<file path="src/rtl/lpurs_pkg.sv">
// shared types and constants of the lock-pin unlock ramp sequencer
// used by lpurs_ctrl, lpurs_dp and lock_pin_unlock_ramp_sequencer; no dependencies
package lpurs_pkg;

  // field widths
  localparam int CMD_W   = 10;
  localparam int TICK_W  = 8;
  localparam int IDX_W   = 3;
  localparam int PHASE_W = 3;

  // command and counter limits
  localparam logic [CMD_W-1:0]  CMD_MAX = 10'd1023;
  localparam logic [TICK_W-1:0] CNT_MAX = 8'd255;

  // ramp arithmetic widths
  localparam int DIFF_W = CMD_W + 1;             // slope_end - slope_start
  localparam int NUM_W  = TICK_W + 1;            // stepped timer - init_time
  localparam int PROD_W = DIFF_W + NUM_W;        // signed product
  localparam int DVD_W  = CMD_W + TICK_W;        // product magnitude
  localparam int SUM_W  = DVD_W + 2;             // signed quotient plus offset
  localparam int DIV_STEPS = DVD_W;              // one quotient bit per cycle
  localparam int STEP_W = $clog2(DIV_STEPS);

  // configuration register indexes
  localparam logic [IDX_W-1:0] REG_INIT_TIME    = 3'd0;
  localparam logic [IDX_W-1:0] REG_SLOPE_TIME   = 3'd1;
  localparam logic [IDX_W-1:0] REG_STAB_TIME    = 3'd2;
  localparam logic [IDX_W-1:0] REG_ATTEMPT_THR  = 3'd3;
  localparam logic [IDX_W-1:0] REG_INIT_CMD     = 3'd4;
  localparam logic [IDX_W-1:0] REG_SLOPE_START  = 3'd5;
  localparam logic [IDX_W-1:0] REG_SLOPE_END    = 3'd6;
  localparam logic [IDX_W-1:0] REG_STAB_CMD     = 3'd7;

  // sequence phases
  typedef enum logic [PHASE_W-1:0] {
    PH_IDLE = 3'd0,
    PH_INIT = 3'd1,
    PH_RAMP = 3'd2,
    PH_STAB = 3'd3,
    PH_END  = 3'd4
  } phase_t;

  // controller states
  typedef enum logic [2:0] {
    ST_IDLE = 3'd0,
    ST_DEC  = 3'd1,
    ST_LOAD = 3'd2,
    ST_DIV  = 3'd3,
    ST_DONE = 3'd4
  } ctrl_state_t;

  // controller to datapath
  typedef struct packed {
    logic latch_en;
    logic mul_load;
    logic div_load;
    logic div_step;
    logic commit;
  } dp_cmd_t;

  // datapath to controller
  typedef struct packed {
    logic need_ramp;
    logic out_free;
  } dp_sts_t;

endpackage

</file>
<file path="src/rtl/lpurs_ctrl.sv">
// controller state machine of the unlock ramp sequencer
// depends on lpurs_pkg; drives the datapath lpurs_dp through dp_cmd_t
module lpurs_ctrl (
  input  logic               clk,
  input  logic               rst_n,
  input  logic               in_valid,
  output logic               in_stall,
  input  lpurs_pkg::dp_sts_t sts,
  output lpurs_pkg::dp_cmd_t cmd
);

  lpurs_pkg::ctrl_state_t state_r, state_nxt;
  logic [lpurs_pkg::STEP_W-1:0] step_r, step_nxt;

  // state and step counter registers
  always_ff @(posedge clk) begin
    if (!rst_n) begin
      state_r <= lpurs_pkg::ST_IDLE;
      step_r  <= '0;
    end else begin
      state_r <= state_nxt;
      step_r  <= step_nxt;
    end
  end

  // next state and commands
  always_comb begin
    state_nxt = state_r;
    step_nxt  = step_r;
    cmd       = '0;
    in_stall  = 1'b1;
    unique case (state_r)
      lpurs_pkg::ST_IDLE: begin
        in_stall     = 1'b0;
        cmd.latch_en = in_valid;
        if (in_valid) state_nxt = lpurs_pkg::ST_DEC;
      end
      lpurs_pkg::ST_DEC: begin
        cmd.mul_load = 1'b1;
        state_nxt = sts.need_ramp ? lpurs_pkg::ST_LOAD : lpurs_pkg::ST_DONE;
      end
      lpurs_pkg::ST_LOAD: begin
        cmd.div_load = 1'b1;
        step_nxt     = lpurs_pkg::STEP_W'(lpurs_pkg::DIV_STEPS - 1);
        state_nxt    = lpurs_pkg::ST_DIV;
      end
      lpurs_pkg::ST_DIV: begin
        cmd.div_step = 1'b1;
        if (step_r == '0) state_nxt = lpurs_pkg::ST_DONE;
        else step_nxt = step_r - 1'b1;
      end
      lpurs_pkg::ST_DONE: begin
        if (sts.out_free) begin
          cmd.commit = 1'b1;
          state_nxt  = lpurs_pkg::ST_IDLE;
        end
      end
      default: state_nxt = lpurs_pkg::ST_IDLE;
    endcase
  end

endmodule

</file>
<file path="src/rtl/lpurs_dp.sv">
// datapath of the unlock ramp sequencer: config registers, sequence state,
// ramp multiplier, iterative divider and output register; depends on lpurs_pkg
module lpurs_dp (
  input  logic                                clk,
  input  logic                                rst_n,
  input  logic                                cfg_we,
  input  logic [lpurs_pkg::IDX_W-1:0]         cfg_index,
  input  logic [lpurs_pkg::CMD_W-1:0]         cfg_wdata,
  input  logic                                in_unlock_enable,
  input  lpurs_pkg::dp_cmd_t                  cmd,
  output lpurs_pkg::dp_sts_t                  sts,
  output logic                                out_valid,
  input  logic                                out_stall,
  output logic [lpurs_pkg::CMD_W-1:0]         out_drive_command,
  output logic                                out_end_flag,
  output logic [lpurs_pkg::PHASE_W-1:0]       out_phase_code,
  output logic [lpurs_pkg::TICK_W-1:0]        out_phase_ticks,
  output logic [lpurs_pkg::TICK_W-1:0]        out_attempts_done,
  output logic                                out_phase_fault
);

  localparam int CW = lpurs_pkg::CMD_W;
  localparam int TW = lpurs_pkg::TICK_W;

  // configuration registers
  logic [TW-1:0] init_time_r, slope_time_r, stab_time_r, attempt_thr_r;
  logic [CW-1:0] init_cmd_r, slope_start_r, slope_end_r, stab_cmd_r;

  // sequence state
  lpurs_pkg::phase_t phase_r, phase_nxt;
  logic [TW-1:0] timer_r, timer_nxt;
  logic [TW-1:0] attempts_r, attempts_nxt;
  logic [CW-1:0] command_r, command_nxt;
  logic          done_r, done_nxt;
  logic          fault_nxt;

  // request and arithmetic registers
  logic                                   en_r;
  logic signed [lpurs_pkg::PROD_W-1:0]    prod_r;
  logic [lpurs_pkg::DVD_W-1:0]            dvd_r;
  logic [TW-1:0]                          den_r;
  logic [TW-1:0]                          rem_r;
  logic                                   neg_r, den_zero_r, prod_neg_r;

  // output register
  logic          out_valid_r;
  logic [CW-1:0] out_cmd_r;
  logic          out_end_r;
  logic [lpurs_pkg::PHASE_W-1:0] out_phase_r;
  logic [TW-1:0] out_ticks_r, out_att_r;
  logic          out_fault_r;

  // ramp arithmetic signals
  logic [TW-1:0]                       timer_inc;
  logic signed [lpurs_pkg::DIFF_W-1:0] diff;
  logic signed [lpurs_pkg::NUM_W-1:0]  num;
  logic signed [lpurs_pkg::NUM_W-1:0]  den;
  logic signed [lpurs_pkg::NUM_W-1:0]  den_abs;
  logic signed [lpurs_pkg::PROD_W-1:0] diff_x, num_x, prod_mag;
  logic [TW:0]                         shifted;
  logic                                q_bit;
  logic signed [lpurs_pkg::SUM_W-1:0]  quo_s, sum;
  logic [CW-1:0]                       ramp_cmd;
  logic                                ramp_end;

  // configuration writes
  always_ff @(posedge clk) begin
    if (!rst_n) begin
      init_time_r   <= '0;
      slope_time_r  <= '0;
      stab_time_r   <= '0;
      attempt_thr_r <= '0;
      init_cmd_r    <= '0;
      slope_start_r <= '0;
      slope_end_r   <= '0;
      stab_cmd_r    <= '0;
    end else if (cfg_we) begin
      unique case (cfg_index)
        lpurs_pkg::REG_INIT_TIME:   init_time_r   <= cfg_wdata[TW-1:0];
        lpurs_pkg::REG_SLOPE_TIME:  slope_time_r  <= cfg_wdata[TW-1:0];
        lpurs_pkg::REG_STAB_TIME:   stab_time_r   <= cfg_wdata[TW-1:0];
        lpurs_pkg::REG_ATTEMPT_THR: attempt_thr_r <= cfg_wdata[TW-1:0];
        lpurs_pkg::REG_INIT_CMD:    init_cmd_r    <= cfg_wdata;
        lpurs_pkg::REG_SLOPE_START: slope_start_r <= cfg_wdata;
        lpurs_pkg::REG_SLOPE_END:   slope_end_r   <= cfg_wdata;
        lpurs_pkg::REG_STAB_CMD:    stab_cmd_r    <= cfg_wdata;
        default: ;
      endcase
    end
  end

  // ramp operands and product; the ramp point uses the timer after its step
  assign timer_inc = timer_r + 1'b1;
  assign diff   = $signed({1'b0, slope_end_r}) - $signed({1'b0, slope_start_r});
  assign num    = $signed({1'b0, timer_inc}) - $signed({1'b0, init_time_r});
  assign den    = $signed({1'b0, slope_time_r}) - $signed({1'b0, init_time_r});
  assign den_abs = den[lpurs_pkg::NUM_W-1] ? -den : den;
  assign diff_x = {{(lpurs_pkg::PROD_W-lpurs_pkg::DIFF_W){diff[lpurs_pkg::DIFF_W-1]}}, diff};
  assign num_x  = {{(lpurs_pkg::PROD_W-lpurs_pkg::NUM_W){num[lpurs_pkg::NUM_W-1]}}, num};
  assign prod_mag = prod_r[lpurs_pkg::PROD_W-1] ? -prod_r : prod_r;

  // restoring divide step
  assign shifted = {rem_r, dvd_r[lpurs_pkg::DVD_W-1]};
  assign q_bit   = (shifted >= {1'b0, den_r});

  // arithmetic registers
  always_ff @(posedge clk) begin
    if (cmd.latch_en) en_r <= in_unlock_enable;
    if (cmd.mul_load) prod_r <= diff_x * num_x;
    if (cmd.div_load) begin
      dvd_r      <= prod_mag[lpurs_pkg::DVD_W-1:0];
      rem_r      <= '0;
      den_r      <= den_abs[TW-1:0];
      neg_r      <= prod_r[lpurs_pkg::PROD_W-1] ^ den[lpurs_pkg::NUM_W-1];
      prod_neg_r <= prod_r[lpurs_pkg::PROD_W-1];
      den_zero_r <= (den == '0);
    end else if (cmd.div_step) begin
      rem_r <= q_bit ? TW'(shifted - {1'b0, den_r}) : shifted[TW-1:0];
      dvd_r <= {dvd_r[lpurs_pkg::DVD_W-2:0], q_bit};
    end
  end

  // signed quotient plus start, clamped
  assign quo_s = neg_r ? -$signed({2'b00, dvd_r}) : $signed({2'b00, dvd_r});
  assign sum   = quo_s + $signed({{(lpurs_pkg::SUM_W-CW){1'b0}}, slope_start_r});

  always_comb begin
    if (den_zero_r) begin
      ramp_cmd = prod_neg_r ? '0 : lpurs_pkg::CMD_MAX;
    end else if (sum < 0) begin
      ramp_cmd = '0;
    end else if (sum > $signed({{(lpurs_pkg::SUM_W-CW){1'b0}}, lpurs_pkg::CMD_MAX})) begin
      ramp_cmd = lpurs_pkg::CMD_MAX;
    end else begin
      ramp_cmd = sum[CW-1:0];
    end
  end

  assign ramp_end       = (timer_r >= slope_time_r);
  assign sts.need_ramp  = en_r && (phase_r == lpurs_pkg::PH_RAMP) && !ramp_end;
  assign sts.out_free   = !out_valid_r || !out_stall;

  // sequence update for one request
  always_comb begin
    phase_nxt    = phase_r;
    timer_nxt    = timer_r;
    attempts_nxt = attempts_r;
    command_nxt  = command_r;
    done_nxt     = done_r;
    fault_nxt    = 1'b0;
    unique case (phase_r)
      lpurs_pkg::PH_IDLE: begin
        if (en_r) begin
          done_nxt     = 1'b0;
          attempts_nxt = '0;
          phase_nxt    = lpurs_pkg::PH_INIT;
          command_nxt  = init_cmd_r;
          timer_nxt    = '0;
        end
      end
      lpurs_pkg::PH_INIT: begin
        if (!en_r) begin
          attempts_nxt = '0;
          done_nxt     = 1'b1;
          phase_nxt    = lpurs_pkg::PH_IDLE;
        end else begin
          if (timer_r >= init_time_r) begin
            phase_nxt   = lpurs_pkg::PH_RAMP;
            command_nxt = slope_start_r;
          end
          if (timer_r != lpurs_pkg::CNT_MAX) timer_nxt = timer_r + 1'b1;
        end
      end
      lpurs_pkg::PH_RAMP: begin
        if (!en_r) begin
          attempts_nxt = '0;
          done_nxt     = 1'b1;
          phase_nxt    = lpurs_pkg::PH_IDLE;
        end else if (ramp_end) begin
          if (timer_r != lpurs_pkg::CNT_MAX) timer_nxt = timer_r + 1'b1;
          phase_nxt   = lpurs_pkg::PH_STAB;
          command_nxt = stab_cmd_r;
          if (attempts_r != lpurs_pkg::CNT_MAX) attempts_nxt = attempts_r + 1'b1;
        end else begin
          timer_nxt   = timer_r + 1'b1;
          command_nxt = ramp_cmd;
        end
      end
      lpurs_pkg::PH_STAB: begin
        if (!en_r) begin
          attempts_nxt = '0;
          done_nxt     = 1'b1;
          phase_nxt    = lpurs_pkg::PH_IDLE;
        end else if (timer_r >= stab_time_r) begin
          if (attempts_r >= attempt_thr_r) begin
            phase_nxt = lpurs_pkg::PH_END;
            done_nxt  = 1'b1;
          end else begin
            phase_nxt   = lpurs_pkg::PH_INIT;
            command_nxt = init_cmd_r;
            timer_nxt   = '0;
          end
        end else begin
          timer_nxt = timer_r + 1'b1;
        end
      end
      lpurs_pkg::PH_END: phase_nxt = lpurs_pkg::PH_IDLE;
      default: begin
        phase_nxt = lpurs_pkg::PH_IDLE;
        fault_nxt = 1'b1;
      end
    endcase
  end

  // sequence state registers
  always_ff @(posedge clk) begin
    if (!rst_n) begin
      phase_r    <= lpurs_pkg::PH_IDLE;
      timer_r    <= '0;
      attempts_r <= '0;
      command_r  <= '0;
      done_r     <= 1'b0;
    end else if (cmd.commit) begin
      phase_r    <= phase_nxt;
      timer_r    <= timer_nxt;
      attempts_r <= attempts_nxt;
      command_r  <= command_nxt;
      done_r     <= done_nxt;
    end
  end

  // output valid
  always_ff @(posedge clk) begin
    if (!rst_n) out_valid_r <= 1'b0;
    else if (cmd.commit) out_valid_r <= 1'b1;
    else if (!out_stall) out_valid_r <= 1'b0;
  end

  // output payload
  always_ff @(posedge clk) begin
    if (cmd.commit) begin
      out_cmd_r   <= command_nxt;
      out_end_r   <= done_nxt;
      out_phase_r <= phase_nxt;
      out_ticks_r <= timer_nxt;
      out_att_r   <= attempts_nxt;
      out_fault_r <= fault_nxt;
    end
  end

  assign out_valid         = out_valid_r;
  assign out_drive_command = out_cmd_r;
  assign out_end_flag      = out_end_r;
  assign out_phase_code    = out_phase_r;
  assign out_phase_ticks   = out_ticks_r;
  assign out_attempts_done = out_att_r;
  assign out_phase_fault   = out_fault_r;

endmodule

</file>
<file path="src/rtl/lock_pin_unlock_ramp_sequencer.sv">
// top level of the lock-pin unlock ramp sequencer
// depends on lpurs_pkg, lpurs_ctrl and lpurs_dp
//
// Usage:
//   Input channel in_valid/in_stall carries one tick request with the
//   unlock enable bit. Output channel out_valid/out_stall returns one
//   result per request: drive command, end flag, phase code, tick count,
//   attempt count and phase fault, all as they stand after the tick.
//   Configuration is a plain write port (cfg_we, cfg_index, cfg_wdata); the
//   user writes it only while no request is in flight; the block leaves that to the user.
//   A request that does not compute a ramp point goes from acceptance
//   through decode to done, where its result is loaded; a ramp point
//   also passes load and the restoring divider: 18 quotient bits, one a cycle.
//   One request is in flight at a time; the next is accepted the cycle
//   after the previous result is loaded into the output register.
//   If the receiver stalls, the result holds in the output register; one
//   more request can be accepted and worked up to its final step, which
//   waits until the output register is free.
//   Reset (rst_n low, synchronous) clears the configuration to zero, puts
//   the sequence in idle with timer, attempts, command and end flag zero.
module lock_pin_unlock_ramp_sequencer (
  input  logic                               clk,
  input  logic                               rst_n,
  input  logic                               cfg_we,
  input  logic [lpurs_pkg::IDX_W-1:0]        cfg_index,
  input  logic [lpurs_pkg::CMD_W-1:0]        cfg_wdata,
  input  logic                               in_valid,
  output logic                               in_stall,
  input  logic                               in_unlock_enable,
  output logic                               out_valid,
  input  logic                               out_stall,
  output logic [lpurs_pkg::CMD_W-1:0]        out_drive_command,
  output logic                               out_end_flag,
  output logic [lpurs_pkg::PHASE_W-1:0]      out_phase_code,
  output logic [lpurs_pkg::TICK_W-1:0]       out_phase_ticks,
  output logic [lpurs_pkg::TICK_W-1:0]       out_attempts_done,
  output logic                               out_phase_fault
);

  lpurs_pkg::dp_cmd_t cmd;
  lpurs_pkg::dp_sts_t sts;

  // controller
  lpurs_ctrl u_ctrl (
    .clk      (clk),
    .rst_n    (rst_n),
    .in_valid (in_valid),
    .in_stall (in_stall),
    .sts      (sts),
    .cmd      (cmd)
  );

  // datapath
  lpurs_dp u_dp (
    .clk               (clk),
    .rst_n             (rst_n),
    .cfg_we            (cfg_we),
    .cfg_index         (cfg_index),
    .cfg_wdata         (cfg_wdata),
    .in_unlock_enable  (in_unlock_enable),
    .cmd               (cmd),
    .sts               (sts),
    .out_valid         (out_valid),
    .out_stall         (out_stall),
    .out_drive_command (out_drive_command),
    .out_end_flag      (out_end_flag),
    .out_phase_code    (out_phase_code),
    .out_phase_ticks   (out_phase_ticks),
    .out_attempts_done (out_attempts_done),
    .out_phase_fault   (out_phase_fault)
  );

  // a result is only loaded when the output register can take it
  a_commit_free: assert property (@(posedge clk) disable iff (!rst_n)
    cmd.commit |-> sts.out_free)
    else $error("result loaded over a pending result");

  // an accepted request blocks the input until its result is loaded
  a_accept_stall: assert property (@(posedge clk) disable iff (!rst_n)
    (in_valid && !in_stall) |=> in_stall)
    else $error("second request accepted while one is in flight");

  // a loaded result shows up as valid
  a_commit_valid: assert property (@(posedge clk) disable iff (!rst_n)
    cmd.commit |=> out_valid)
    else $error("loaded result not presented");

  // divider only steps while a request is in flight
  a_div_busy: assert property (@(posedge clk) disable iff (!rst_n)
    cmd.div_step |-> in_stall)
    else $error("divider stepping with input open");

endmodule
</file>
<file path="config.mk">
export PLATFORM = sky130hd
export DESIGN_NAME = lock_pin_unlock_ramp_sequencer
export DESIGN_NICKNAME = d
export VERILOG_FILES = /design/src/rtl/lpurs_pkg.sv /design/src/rtl/lpurs_ctrl.sv /design/src/rtl/lpurs_dp.sv /design/src/rtl/lock_pin_unlock_ramp_sequencer.sv
export SDC_FILE = /design/constraint.sdc
export NUM_CORES = 1
export LEC_CHECK = 0
export ABC_AREA = 1
export BUFFER_PORTS_ARGS = -buffer_cell sky130_fd_sc_hd__buf_2
export CAP_MARGIN = 20
export CORE_UTILIZATION = 58
export DETAILED_ROUTE_END_ITERATION = 6
export GPL_TIMING_DRIVEN = 0
export PLACE_DENSITY = 0.79
export SLEW_MARGIN = 15
export SYNTH_ARGS = -nofsm -noshare
export SYNTH_HDL_FRONTEND = slang
export SYNTH_SLANG_ARGS = --single-unit
</file>
<file path="constraint.sdc">
create_clock -name clk -period 7.2 [get_ports clk]
set_input_delay 0.36 -clock clk [delete_from_list [all_inputs] [get_ports clk]]
set_output_delay 0.36 -clock clk [all_outputs]
set_load 0.005 [all_outputs]
</file>
==> Yosys cells after proc, flatten, opt, wreduce, memory -nomap -nowiden <==
Index checks and enable logic that the tools add are counted.
{ "totals": {"ff_bits": 200, "inputBits": 19, "out_inout_bits": 33, "word_cells": 164} }
{ "op_classes": {"addsub": 11, "multipliers": 1, "n_lt_le_gt_ge": 7, "n_eq_ne": 22, "mux": 66, "bitwise_logic": 1, "reduce_logical": 26} }
{ "op_table": {"columns": ["op", "n"], "rows": [
  ["10-bit two-way mux", 12],
  ["8-bit two-way mux", 15],
  ["18-bit two-way mux", 3],
  ["10-bit one-hot mux with 4 select lines", 1],
  ["3-bit two-way mux", 12],
  ["8-bit >= comparator", 4],
  ["8-bit one-hot mux with 4 select lines", 1],
  ["8-bit one-hot mux with 3 select lines", 1],
  ["20-bit by 11-bit adder with 20-bit output", 1],
  ["20-bit by 11-bit greater-than comparator with 1-bit output (second input constant)", 1],
  ["20-bit by 1-bit < comparator with 1-bit output (second input constant)", 1],
  ["11-bit by 9-bit multiplier with 20-bit output", 1],
  ["20-bit two-way mux", 1],
  ["18-bit negator with 20-bit output", 1],
  ["3-bit by 2-bit equality test with 1-bit output (second input constant)", 6],
  ["3-bit equality test (second input constant)", 6],
  ["18-bit negator", 1],
  ["2-bit AND reduction", 9],
  ["8-bit by 8-bit subtractor with 9-bit output", 2],
  ["8-bit by 1-bit adder with 8-bit output (second input constant)", 2],
  ["8-bit != test (second input constant)", 2],
  ["1-bit two-way mux", 15],
  ["3-bit one-hot mux with 5 select lines", 1],
  ["3-bit one-hot mux with 4 select lines", 1],
  ["other kinds (22)", 34]
]} }

==> Depth between registers and ports, before layout <==
{ "logic_depth": {"word_depth": 10, "ltp_mapped": 38} }

==> By module <==
Synthesis repeated with hierarchy kept, for this count alone.
{ "unflattened": {"hier_cells": 2087, "area_unflattened_um2": 16047.9} }
{ "modules_own_cells": {"columns": ["mod", "n_inst", "cells_each", "area_per_inst_um2", "seq_area_each_um2"], "rows": [
  ["lpurs_dp", 1, 2011, 15557.4, 4624.4],
  ["lpurs_ctrl", 1, 76, 490.5, 160.2]
]} }

==> Worst setup path before layout <==
OpenSTA, ideal clock, no wires.
{ "synth_path": {"path_kind": "register to register", "from": "register u_dp.timer_r[0]", "to": "register u_dp.prod_r[16] in the netlist's numbering, data pin", "t_arrival_ns": 6.460, "required_ns": 6.942, "setup_slack_ns": 0.483, "stages_incl_launch_ff": 35, "path_buffers": 0, "period_less_slack_ns": 6.717, "cell_sequence": "dfxtp_1 inv_1 nor3_1 xor2_1 inv_1 ha_1 a21oi_1 o21bai_1 nand2_1 nand2_1 a21oi_1 xor2_1 inv_1 nand2_1 fa_1 fa_1 inv_1 fa_1 fa_1 inv_1 fa_1 inv_1 ha_1 nand2_1 nor2_1 a21oi_1 inv_1 a21oi_1 inv_1 a21oi_1 inv_1 a21oi_1 nor2_1 nor2_1 xnor2_1"} }
{ "synth_via": {"elab_chain_len": 3} }
{ "synth_lines": {"columns": ["element", "line", "source"], "rows": [
  ["start: declaration", "lpurs_dp.sv:31", "logic [TW-1:0] timer_r, timer_nxt;"],
  ["start signal: assignment", "lpurs_dp.sv:225", "timer_r <= timer_nxt;"],
  ["8-bit by 1-bit adder with 8-bit output", "lpurs_dp.sv:93", "assign timer_inc = timer_r + 1'b1;"],
  ["8-bit by 8-bit subtractor with 9-bit output", "lpurs_dp.sv:95", "assign num = $signed({1'b0, timer_inc}) - $signed({1'b0, init_time_r});"],
  ["11-bit by 9-bit multiplier with 20-bit output", "lpurs_dp.sv:109", "if (cmd.mul_load) prod_r <= diff_x * num_x;"],
  ["end signal: assignment", "lpurs_dp.sv:109", null],
  ["end: declaration", "lpurs_dp.sv:39", "logic signed [lpurs_pkg::PROD_W-1:0] prod_r;"]
]} }
Every way passes these cells.
A chain may end at the register's enable or synchronous reset.

==> Worst setup path in the final report <==
{ "layout_path": {"from": "register u_dp.timer_r[0]", "to": "register u_dp.prod_r[19] in the netlist's numbering, data pin"} }
Same word-level chain as after synthesis.

==> flow_metrics.py <==
metrics = {
    "grt": {
        "grt_pass1_vias": 14100,
        "grt-ovfl-total": 0,
        "grt_util_all_layers_pct": 31.7,
        "grt_start_max_net_pins": 30,
        "antenna_found_initial": 0,
        "grt_pass1_wl_um": 70500,
    },
    "floorplanning": {
        "start_util_pct": 59.4,
        "die_h_um": 168,
        "dieArea_um2": 28400,
        "die_w_um": 168,
        "rows": 60,
        "io_pins": 52,
        "core-area_um2": 27000,
    },
    "run_status": {
        "failed_checks": "DRC",
        "status": "complete, but fails checks",
    },
    "critical_path": {
        "crit_arrival_ps": 7090,
        "critPathTopFamily": "adder cells",
        "cp-end-kind": "flop",
        "critPathBufInv": 7,
        "crit_type": "flop to flop",
        "slowest_stage": "xor2_1",
        "cp_max_fo": 8,
        "crit_top_cell": "fa_1",
        "r2r_slack_ps": 300,
        "worstPathRequired_ps": 7390,
        "critPathLaunchType": "flop",
        "cpPeakStageDelay_ps": 740,
    },
    "routing": {
        "drt_first_pass_iters": 7,
        "drt_iter0_markers": 1491,
        "ant_nets": 0,
        "routedWlPerCell_um": 17.1,
        "vias_per_cell": 5.72,
        "drc": 1,
        "vias": 14700,
        "drt_wl_total_um": 44000,
    },
    "job": {
        "maxCapViolCount": 0,
    },
    "logic_synthesis": {
        "yosysTopAreaCell": "edfxtp_1",
        "synth.area.top_cells": "edfxtp_1, dfxtp_1, fa_1",
        "synth_common_cells": "nand2_1, inv_1, nor2_1, o21ai_0, a21oi_1",
        "synth-seq-cells": 199,
        "post-synth-top-count-cell": "nand2_1",
        "synth.top_cell.area_share_pct": 15.0,
        "ys_async_sr_fraction_pct": 0,
        "synth_area_um2": 16100,
        "synth.avg_cell_area_um2": 7.57,
        "synth_edf_count": 80,
        "ys.flop_type": "dfxtp_1",
        "yosysUniqueCellTypes": 53,
        "synthCells": 2122,
        "yosysSeqAreaShare_pct": 29.8,
        "yosysWarnings": 0,
        "synth_nets": 2355,
    },
    "power": {
        "powerDensity_nw_per_um2": 443,
        "power.share.clock_pct": 12.2,
        "power_switching_w": 0.00369,
        "switching_share_pct": 46.9,
        "ir_worst_vdd_mv": 1.31,
        "comb_power_share_pct": 68.0,
        "p_leak_nw": 8.38,
        "internal_power_w": 0.00418,
        "pwr-share-seq_pct": 19.8,
    },
    "timing": {
        "drv_slew": 0,
        "timing.fmax_mhz": 145,
        "final_hold_viol_count": 0,
        "slew-limit-headroom_pct": 21.0,
        "fin_skew_ps": 14.2,
        "finalCriticalPeriod_ps": 6900,
        "worst_pin_slew_ps": 1180,
        "period_share_pct": 95.9,
        "setup_viol": 0,
    },
    "clock_network": {
        "clk_latency_ps": 450,
        "cts.htree.levels": 4,
        "clock-sinks": 199,
        "cts.path.max_buffers": 2,
        "cts_tree": "built",
        "postCtsHoldBufs": 0,
        "cts_buffers": 17,
        "clkTransAtPathRegs_ps": 80,
        "cts_root_buffer": "clkbuf_16",
    },
    "placement": {
        "port_buffers": 50,
        "dpl.hpwl_um": 33500,
        "routabilityCongestion": 0.926,
        "dp.cells": 2515,
    },
    "cells_and_area": {
        "register_area_um2": 4800,
        "multiInputGateArea_um2": 9940,
        "diodes": 0,
        "final_cells": 2569,
        "fillCellCount": 2286,
        "drive_above_1_share_pct": 9.61,
        "final_core_util_pct": 65.7,
        "synthToLayoutAreaGrowth_pct": 10.5,
        "finalNetCount": 2448,
    },
    "min_path": {
        "hold_class": "primary input to flop",
    },
}
## final cells by class
class	count	area share, %
Clock buffer	20	2.58
Buffer	59	1.30
Clock inverter	12	0.592
Timing Repair Buffer	74	2.54
Sequential cell	199	27.1
Multi-Input combinational cell	1508	56.0
Tap cell	341	2.40
Inverter	356	7.56
## worst paths after layout
| check | start | endpoint | cells past startpoint |
|---|---|---|---|
| setup / recovery | u_dp.timer_r[0]$_SDFFE_PN0P_ | u_dp.prod_r[19]$_DFFE_PN_ | 30 |
| hold / removal | in_unlock_enable | u_dp.en_r$_DFFE_PP_ | 1 |
| setup reg to reg | u_dp.timer_r[0]$_SDFFE_PN0P_ | u_dp.prod_r[19]$_DFFE_PN_ | 30 |
| hold reg to reg | u_dp.prod_r[19]$_DFFE_PN_ | u_dp.prod_neg_r$_DFFE_PP_ | 0 |
## routing by layer
metal | wire length [um] | up-vias | global-route usage (%)
met5 | 0 | - | 0
met4 | 1300 | 0 | 11.3
met3 | 3920 | 112 | 6.58
met2 | 20100 | 646 | 51.3
met1 | 18700 | 6902 | 42.0
li1 | - | 7029 | -
## placed cells by master, fill, tap and decap left out, types with 4 or more instances in the layout
| cell | n |
|---|---|
| buf_4 | 23 |
| xor2_2 | 4 |
| nand2_2 | 19 |
| a21oi_1 | 155 |
| nand2_1 | 355 |
| buf_2 | 53 |
| fa_1 | 87 |
| nor2_1 | 274 |
| nand2_4 | 5 |
| nand3_2 | 5 |
| ha_1 | 122 |
| nand3b_1 | 4 |
| a21o_1 | 5 |
| inv_1 | 342 |
| o22ai_1 | 8 |
| clkbuf_1 | 54 |
| inv_4 | 5 |
| a31oi_1 | 12 |
| dfxtp_4 | 4 |
| a21oi_2 | 19 |
| xor2_1 | 53 |
| clkinv_1 | 5 |
| o21ai_0 | 169 |
| clkbuf_16 | 18 |
| or2_2 | 10 |
| dfxtp_1 | 112 |
| a211oi_1 | 15 |
| o31ai_1 | 9 |
| inv_6 | 4 |
| xnor2_1 | 27 |
| edfxtp_1 | 80 |
| nor2_2 | 9 |
| o211ai_1 | 4 |
| nand4_1 | 13 |
| inv_2 | 8 |
| nand3_1 | 55 |
| o21bai_1 | 6 |
| nor3_1 | 23 |
## stage by stage
step / setup WS [ps] / power, W / hold slack (ps) / setup TNS (ps) / cell area [um2]
4_1_cts: 5.09 / 0.00747 / 78.0 / 0 / 17400
6_report: 295 / 0.00787 / 83.3 / 0 / 17800
5_1_grt: -62.5 / 0.00864 / 83.0 / -62.5 / 17800
2_1_floorplan: 483 / 0.00521 / 424 / 0 / 16100
3_5_place_dp: -843 / 0.00645 / 448 / -2880 / 16800
3_3_place_gp: -777 / 0.00633 / 442 / -2540 / 16700
## state kept, by name (all words and copies together) (netlist names), 3 cells and up
register and flops:
u_dp.slope_end_r 10, u_dp.den_r 8, u_dp.prod_r 19, u_dp.out_phase_code 3
u_dp.init_cmd_r 10, u_dp.init_time_r 8, u_dp.out_phase_ticks 8, u_dp.stab_time_r 8
u_ctrl.state_r 3, u_dp.slope_start_r 10, u_dp.out_attempts_done 8, u_dp.stab_cmd_r 10
u_dp.attempt_thr_r 8, u_dp.timer_r 8, u_ctrl.step_r 5, u_dp.rem_r 8
u_dp.slope_time_r 8, u_dp.out_drive_command 10, u_dp.command_r 10, u_dp.attempts_r 8
u_dp.dvd_r 18, u_dp.phase_r 3
## power groups by stage
stage | Combinational [W] | Clock [W] | Sequential [W]
final | 0.00535 | 0.000960 | 0.00156
after floorplan | 0.00364 | 0 | 0.00157
after detailed placement | 0.00486 | 0 | 0.00159
after global routing | 0.00607 | 0.000998 | 0.00157
after CTS | 0.00496 | 0.000955 | 0.00156
after global placement | 0.00474 | 0 | 0.00158
## cells by family (layout without fill, tap and decap cells)
kind of cell    after synthesis  count (layout)  synth area share (%)
simple gates                780             780                  20.0
compound gates              428             428                  14.9
xor+xnor                     86              86                  4.69
buf+inv                     415             521                  9.75
flops                       199             199                  29.8
fa+ha+maj                   214             214                  20.8
## repair_timing
action,CTS,global route
endpoints found under the setup margin,7,4
pin swaps,1,19
resized for setup,17,49
buffers inserted,2,20
(Power assumes the default switching activity.)
